===== src/iss_pkg.sv =====
// Shared types and constants for the insertion sorter.
package iss_pkg;

    localparam int ISS_CAPACITY = 16;
    localparam int ISS_WIDTH    = 32;

    typedef struct packed {
        logic signed [ISS_WIDTH-1:0] value;
        logic                        last;
    } t_in_item;

    typedef struct packed {
        logic signed [ISS_WIDTH-1:0] value_res;
        logic                        last_res;
        logic                        overflow;
    } t_out_item;

    // What one cell shows its neighbors.
    typedef struct packed {
        logic                        valid;
        logic                        gt;     // holds a value greater than the incoming one
        logic signed [ISS_WIDTH-1:0] value;
    } t_link;

endpackage


===== src/insertion_sorter_unit.sv =====
// Top level of the streaming insertion sorter: cell chain, drain control, output register.
//
// Input channel: i_valid / o_stall carrying i_item (signed value and last flag).
// Output channel: o_valid / i_stall carrying o_item (value_res, last_res, overflow).
// An item moves on a rising edge where valid is high and stall is low.
//
// Load phase: one item per cycle. Each item is compared against every cell at
// once; larger cells move up by one and the new value drops into the gap, so
// equal values keep arrival order. An item that arrives with all CAPACITY cells
// full is dropped and the set's overflow flag is raised.
// Drain phase: entered after the item marked last. The chain shifts toward
// cell 0 one position per cycle into the output register, giving one result
// per cycle in ascending order; the final result carries last_res. o_stall is
// high for the whole drain, so no new item is taken until the drain ends.
// When the receiver stalls, the output register holds and the chain holds.
// Reset (synchronous, active low) empties the chain and clears overflow and
// the output register valid.
module insertion_sorter_unit #(
    parameter int CAPACITY = iss_pkg::ISS_CAPACITY
) (
    input  logic               i_clk,
    input  logic               i_rst_n,
    input  logic               i_valid,
    output logic               o_stall,
    input  iss_pkg::t_in_item  i_item,
    output logic               o_valid,
    input  logic               i_stall,
    output iss_pkg::t_out_item o_item
);
    import iss_pkg::*;

    typedef enum logic {
        S_LOAD,
        S_DRAIN
    } t_state;

    t_state             r_state;
    logic               r_drop;
    logic               r_out_valid;
    t_out_item          r_out;

    t_link              w_link [CAPACITY];
    logic [CAPACITY-1:0] w_valid;
    logic               w_in_acc;
    logic               w_full;
    logic               w_insert;
    logic               w_step;
    logic               w_end;

    // Input is taken only during load; drain blocks new items.
    assign o_stall  = (r_state != S_LOAD);
    assign w_in_acc = i_valid && !o_stall;
    assign w_full   = w_link[CAPACITY-1].valid;
    assign w_insert = w_in_acc && !w_full;

    // Advance the drain whenever the output register is free or being taken.
    assign w_step = (r_state == S_DRAIN) && (!r_out_valid || !i_stall);
    assign w_end  = !w_link[1].valid;

    genvar g;
    generate
        for (g = 0; g < CAPACITY; g++) begin : g_cell
            t_link w_lower;
            t_link w_upper;

            if (g == 0) begin : g_bottom
                // Below cell 0 sits a virtual occupied cell that is never larger.
                assign w_lower = '{valid: 1'b1, gt: 1'b0, value: '0};
            end else begin : g_mid_lo
                assign w_lower = w_link[g-1];
            end

            if (g == CAPACITY - 1) begin : g_top
                assign w_upper = '0;
            end else begin : g_mid_hi
                assign w_upper = w_link[g+1];
            end

            iss_cell u_cell (
                .i_clk   (i_clk),
                .i_rst_n (i_rst_n),
                .i_insert(w_insert),
                .i_shift (w_step),
                .i_value (i_item.value),
                .i_lower (w_lower),
                .i_upper (w_upper),
                .o_link  (w_link[g])
            );

            assign w_valid[g] = w_link[g].valid;
        end
    endgenerate

    always_ff @(posedge i_clk) begin
        if (!i_rst_n) begin
            r_state     <= S_LOAD;
            r_drop      <= 1'b0;
            r_out_valid <= 1'b0;
        end else begin
            unique case (r_state)
                S_LOAD: begin
                    if (w_in_acc) begin
                        if (w_full) begin
                            r_drop <= 1'b1;
                        end
                        if (i_item.last) begin
                            r_state <= S_DRAIN;
                        end
                    end
                end
                S_DRAIN: begin
                    // Drop back to load once the final element leaves cell 0.
                    if (w_step && w_end) begin
                        r_state <= S_LOAD;
                        r_drop  <= 1'b0;
                    end
                end
                default: begin
                    r_state <= S_LOAD;
                end
            endcase

            if (w_step) begin
                r_out_valid     <= 1'b1;
                r_out.value_res <= w_link[0].value;
                r_out.last_res  <= w_end;
                r_out.overflow  <= r_drop;
            end else if (!i_stall) begin
                r_out_valid <= 1'b0;
            end
        end
    end

    assign o_valid = r_out_valid;
    assign o_item  = r_out;

    // Occupied cells always form a run starting at cell 0.
    a_contiguous: assert property (@(posedge i_clk) disable iff (!i_rst_n)
        ((w_valid & (w_valid + 1'b1)) == '0))
        else $error("occupied cells are not contiguous");

    // Drain never starts on an empty chain.
    a_drain_nonempty: assert property (@(posedge i_clk) disable iff (!i_rst_n)
        (r_state == S_DRAIN) |-> w_valid[0])
        else $error("drain with empty chain");

    // The step that emits the final element leaves the chain empty and loading.
    a_drain_end: assert property (@(posedge i_clk) disable iff (!i_rst_n)
        (w_step && w_end) |=> (r_state == S_LOAD) && (w_valid == '0) && !r_drop)
        else $error("chain not cleared after final element");

    // An accepted last item always starts a drain.
    a_last_drains: assert property (@(posedge i_clk) disable iff (!i_rst_n)
        (w_in_acc && i_item.last) |=> (r_state == S_DRAIN))
        else $error("last item did not start drain");

endmodule


===== src/iss_cell.sv =====
// One cell of the insertion chain: holds one sorted value and its valid bit.
module iss_cell (
    input  logic                                 i_clk,
    input  logic                                 i_rst_n,
    input  logic                                 i_insert,
    input  logic                                 i_shift,
    input  logic signed [iss_pkg::ISS_WIDTH-1:0] i_value,
    input  iss_pkg::t_link                       i_lower,
    input  iss_pkg::t_link                       i_upper,
    output iss_pkg::t_link                       o_link
);
    import iss_pkg::*;

    logic                        r_valid;
    logic signed [ISS_WIDTH-1:0] r_value;
    logic                        w_gt;
    logic                        w_take;

    assign w_gt = r_valid && ($signed(r_value) > $signed(i_value));

    // Take a new value when this cell is empty or larger, and the lower cell is occupied.
    assign w_take = i_insert && (!r_valid || w_gt) && i_lower.valid;

    always_ff @(posedge i_clk) begin
        if (!i_rst_n) begin
            r_valid <= 1'b0;
        end else if (i_shift) begin
            r_valid <= i_upper.valid;
            r_value <= i_upper.value;
        end else if (w_take) begin
            r_valid <= 1'b1;
            r_value <= i_lower.gt ? i_lower.value : i_value;
        end
    end

    assign o_link.valid = r_valid;
    assign o_link.gt    = w_gt;
    assign o_link.value = r_value;

endmodule

===== config.mk =====
export PLATFORM = sky130hd
export DESIGN_NAME = insertion_sorter_unit
export DESIGN_NICKNAME = d
export VERILOG_FILES = /design/src/iss_pkg.sv /design/src/insertion_sorter_unit.sv /design/src/iss_cell.sv
export SDC_FILE = /design/constraint.sdc
export NUM_CORES = 2
export LEC_CHECK = 0
export BUFFER_PORTS_ARGS = -buffer_cell sky130_fd_sc_hd__buf_4
export CORE_MARGIN = 4
export CORE_UTILIZATION = 30
export DETAILED_ROUTE_END_ITERATION = 6
export HOLD_SLACK_MARGIN = 0.02
export SETUP_SLACK_MARGIN = 0.2
export SLEW_MARGIN = 20
export SYNTH_ARGS = -nofsm -noshare
export SYNTH_HDL_FRONTEND = slang
export SYNTH_SLANG_ARGS = --single-unit

===== constraint.sdc =====
create_clock -name i_clk -period 5.1 [get_ports i_clk]
set_input_delay 1.02 -clock i_clk [delete_from_list [all_inputs] [get_ports i_clk]]
set_output_delay 1.02 -clock i_clk [all_outputs]
set_load 0.05 [all_outputs]

* Yosys cells after proc, flatten, opt, wreduce, memory -nomap -nowiden *
Index checks and enable logic that the tools add are counted.

operators by class
  bitwise gates (word level) = 2
  eq/ne operators = 4
  reduce and logical (&&, ||, !) cells = 122
  $lt $le $gt $ge = 16
  mux-type cells = 86

operator list
  cell                                                   count
  two-way mux 32 bit                                     46
  > comparator 32 bit                                    16
  logical AND 1 bit                                      51
  two-way mux 1 bit                                      38
  AND reduction 2 bit                                    17
  nonzero test 2 bit                                     16
  logical NOT 1 bit                                      19
  logical OR 1 bit                                       17
  inequality test 2 x 1 -> 1 bit, second input constant  3
  one-hot mux 1 bit (2 select lines)                     2
  AND reduction 3 bit                                    1
  inequality test 2 bit, second input constant           1
  NOT 1 bit                                              2
  OR reduction 2 bit                                     1

storage, ports and cells
  flip-flop bits (word level) = 565
  output and inout port bits = 36
  input bits = 37
  logic and storage cells = 268

* Depth between registers and ports, before layout *
  depth after elaboration = 7
  gate-level depth with buffers = 13
  mapped depth without buffers = 10

* Hierarchy *
Synthesis repeated with hierarchy kept, for this count alone.

unflattened totals
  cells, all modules = 4212
  area total of the unflattened synthesis = 41277.1 µm²

by module, submodules not included
  module                 area an instance (µm²)  times used  seq. area each (µm²)  cells each
  iss_cell               2506.2                  16          980.9                 260
  insertion_sorter_unit  1178.6                  1           1081.0                52

* Worst setup path before layout *
No wires, ideal clock.

  path type = input-to-reg
  start point = in i_item[2] (netlist name)
  end point = reg g_cell[14].u_cell.r_value[0] (enable)
  required time = 4660 ps
  setup time = 440 ps
  arrival time = 4982 ps
  path slack = -322 ps
  stages on the path = 11
  buffers on the path = 1
  cells stage by stage = clkbuf_1 > inv_1 > ha_1 > nor2b_1 > o211ai_1 > a21oi_1 > o21a_1 > o311ai_0 > o2111ai_1 > or2_2 > a41oi_1

between the ends
  cells in the longest elaborated chain, start to end = 7

RTL lines
  element                               line                         RTL
  from (decl)                           insertion_sorter_unit.sv:25  input iss_pkg::t_in_item i_item,
  > comparator 32 bit                   iss_cell.sv:19               assign w_gt = r_valid && ($signed(r_value) > $signed(i_value));
  logical AND 1 bit                     iss_cell.sv:19
  logical OR 1 bit                      iss_cell.sv:22               assign w_take = i_insert && (!r_valid || w_gt) && i_lower.valid;
  logical AND 1 bit (2 in a row)        iss_cell.sv:22
  nonzero test 2 bit (no source line)   n/a
  AND reduction 2 bit (no source line)  n/a
  to (signal assigned)                  iss_cell.sv:29               r_value <= i_upper.value;
  to (signal assigned)                  iss_cell.sv:32               r_value <= i_lower.gt ? i_lower.value : i_value;
  to (decl)                             iss_cell.sv:15               logic signed [ISS_WIDTH-1:0] r_value;

Every way passes these cells.
A chain may end at the register's enable or synchronous reset.

* Worst setup path in the final report *
  start point = in i_item[23] (netlist name)
  end point = reg g_cell[2].u_cell.r_value[7], data pin

between the ends
  cells in the longest elaborated chain, start to end = 5

RTL lines
  element               line            RTL
  > comparator 32 bit   iss_cell.sv:19
  logical AND 1 bit     iss_cell.sv:19
  two-way mux 32 bit    iss_cell.sv:32
  two-way mux 32 bit    iss_cell.sv:30  end else if (w_take) begin
  two-way mux 32 bit    iss_cell.sv:27  end else if (i_shift) begin
  to (signal assigned)  iss_cell.sv:29
  to (signal assigned)  iss_cell.sv:32
  to (decl)             iss_cell.sv:15

Every way passes these cells. The select of a mux whose other input is x is not followed.

==> results.ini <==
[yosys]
netlist_area_um2=38100
syn-num-nets=4212
synth_area_leaders=edfxtp_1 43%, ha_1 16%, mux2i_1 10%
ys_warn_count=0
ys_seq_elements=565
synth_cell_types=59
async_reset_ff_share_pct=0
synth-seq-area-share_pct=44.0
synth-edff-count=546
synth.top_cell.area_share_pct=43.0
netlist_instances=3695
ys.flop_type=edfxtp_1
synth_top_cell_by_area=edfxtp_1
synth.avg_cell_area_um2=10.3

[sta]
min_period_over_period_pct=86.0
drv_slew=0
worst_pin_slew_ns=1.01
clock_skew_ns=0.0264
max-slew-margin-rel_pct=32.4
timing.fmax_mhz=228
rsz0062_at_grt=false
setup_viol=0
fin_tns_setup_ns=0
fin_ws_ns=0.715
finalHoldWorstSlack_ns=0.442
finalCriticalPeriod_ns=4.38
finalHoldViolCount=0

[power_and_ir_drop]
p_total_mw=13.3
peakVddDrop_mv=0.274
powerDensity_nw_per_um2=304
cellLeakagePower_nw=18.3

[hold_path]
hold_path_startpoint=r_drop
min_to=o_item[0]
hold_depth=0
min_path_type=reg2reg

[critical_path]
timing.critical_path.arrival_ns=4.74
reg2reg_from=g_cell[1].u_cell.r_value[1]
crit_path_end_kind=flop
reg2reg_slack_ns=1.21
cpPeakStageDelay_ns=0.57
critical_path_required_ns=5.45
cp_slowest_cell=inv_1
cp-start-kind=input port
crit_chain=buf_4 -> inv_1 -> ha_1 -> nand4_1 -> inv_1 -> a221oi_1 -> nor2_1 -> a2111oi_1 -> a2111o_2 -> buf_4 -> mux2i_1 -> o21ai_1
worstSetupPathType=in2reg
path_max_fanout=19
worstRegToRegCells=10
r2r_end=g_cell[2].u_cell.r_value[7]

[die]
ios=73
fp.dieW_um=365
dieArea_um2=133000
die_h_um=365
num_rows=130
core-area_um2=126000
initial_utilization_pct=30.3

[routing]
drtIter0Drc=3289
vias_per_cell=5.62
wl_um=129000
wl_per_cell_um=23.5
antenna_left=0
dr.pass1.iters=6
drc_errors=0
vias=30796

[status]
status=completed

[cts]
cts_buffers=60
clk_transition_reported_paths_ns=0.06
clock_path_buffers=3
cts.sinks=565
ctsResizeCount=0
htreeDepth=2
cts-root-buf=clkbuf_16
cts_tree=done
cts_setup_buffers=0
clk_latency_ns=0.66
holdBufCountCts=0

[cells_and_area]
area_delta_synth_final_pct=14.9
utilization_pct=34.8
final_cells=5475
drive_gt1_share_pct=9.33
final_nets=4284
stdcell_area_um2=43800

[placed_design]
gp_congestion=0.922
port_buffers=72
hpwl_um=94700
placed_area_um2=41700
place_ws_ns=0.263
place_inst=5355

[global_routing]
grt_first_pass_wirelength_um=192000
overflow=0
grt_pass1_vias=30175
track_usage_pct=18.9
antenna_found_initial=11
grt_max_degree=226

[job]
drv_cap=0

-- layout make-up --
cell class                      instances  area, µm²
Fill cell                           12648      82100
Antenna cell                            8       20.0
Multi-Input combinational cell       2846      20400
Sequential cell                       565      16800
Tap cell                             1650       2060
Clock inverter                         45        547
Clock buffer                           67       1550
Inverter                               73        274
Timing Repair Buffer                  221       2200
-- registers in the layout (all words and copies together) (netlist names) --
signal,cells
g_cell.u_cell.r_valid,16
o_item,34
g_cell.u_cell.r_value,512
o_valid,1
r_drop,1
o_stall,1
-- worst max-delay path, delay by kind of cell --
kind	cells	cell delay, ns
AO/OA/AOI/OAI	4	1.49
buffers and inverters	4	1.26
adder cells (fa/ha/maj)	1	0.37
AND/OR/NAND/NOR	2	0.29
multiplexers	1	0.25
-- power by group --
| part | internal (mW) | leakage, nW | switching [mW] |
|---|---|---|---|
| Sequential | 5.52 | 5.17 | 0.283 |
| Clock | 2.83 | 1.02 | 2.03 |
| Combinational | 1.01 | 12.1 | 1.66 |
-- layer usage --
layer,part of all wire [%],up-vias,global-route usage [%]
met1,44,15132,26.6
met5,0.019,-,0
met4,3.0,4,5.37
li1,-,14164,-
met3,8.8,233,3.47
met2,44,1263,29.5
-- kinds of logic after synthesis --
family	count (synthesis)	synth area share (%)
and+or+nand+nor	1059	12.2
AOI/OAI and AO/OA	912	14.3
DFF	565	44.0
adders and majority gates	480	15.8
muxes	393	10.4
buffers and inverters	284	3.21
xor gates and xnor gates	2	0.0459
-- cells in the mapped netlist, types with 4 or more instances --
cell type and number:
nand2_1 645, edfxtp_1 546, ha_1 480, mux2i_1 387, o21ai_0 255, a21oi_1 226
clkbuf_1 157, o21ai_1 152, nand3_1 133, o211ai_1 109, nand4_1 103, inv_1 73
nor2_1 73, a21o_1 55, nor2b_1 32, nor4_1 22, dfxtp_1 19, buf_2 18
a211oi_1 14, a31oi_1 13, o21a_1 13, buf_1 12, buf_4 12, buf_6 12
nor3_1 12, and2_1 10, nand2b_1 10, a2111o_1 9, a221oi_1 7, a2bb2oi_1 7
and3_1 7, a211o_1 6, a311oi_1 6, a41o_1 5, o221ai_1 5, or3_1 5
a221o_1 4, and4_1 4
-- worst max path at each step --
stage	start	to	slack, ns	cells after the start
3_5_place_dp	i_item[23]	g_cell[2].u_cell.r_value[4]	0.26	12
4_1_cts	i_item[23]	g_cell[2].u_cell.r_value[7]	0.92	12
2_1_floorplan	i_item[8]	g_cell[13].u_cell.r_value[0]	-0.28	11
6_report	i_item[23]	g_cell[2].u_cell.r_value[7]	0.72	12
3_3_place_gp	i_item[23]	g_cell[2].u_cell.r_value[5]	0.33	12
5_1_grt	i_item[23]	g_cell[2].u_cell.r_value[9]	0.62	12
-- cell usage in the layout (no fill, tap or decap), types with 19 or more instances in the layout --
cell type	synthesis	layout
nand4_1	103	103
edfxtp_1	546	546
clkbuf_16	0	61
a21oi_1	226	226
a21o_1	55	55
ha_1	480	480
inv_1	73	73
dfxtp_1	19	19
o211ai_1	109	109
o21ai_0	255	255
nand3_1	133	133
buf_4	12	178
nor2_1	73	73
buf_12	0	43
nand2_1	645	644
mux2i_1	387	384
o21ai_1	152	151
nor2b_1	32	30
nor4_1	22	22
(Power assumes the default switching activity.)
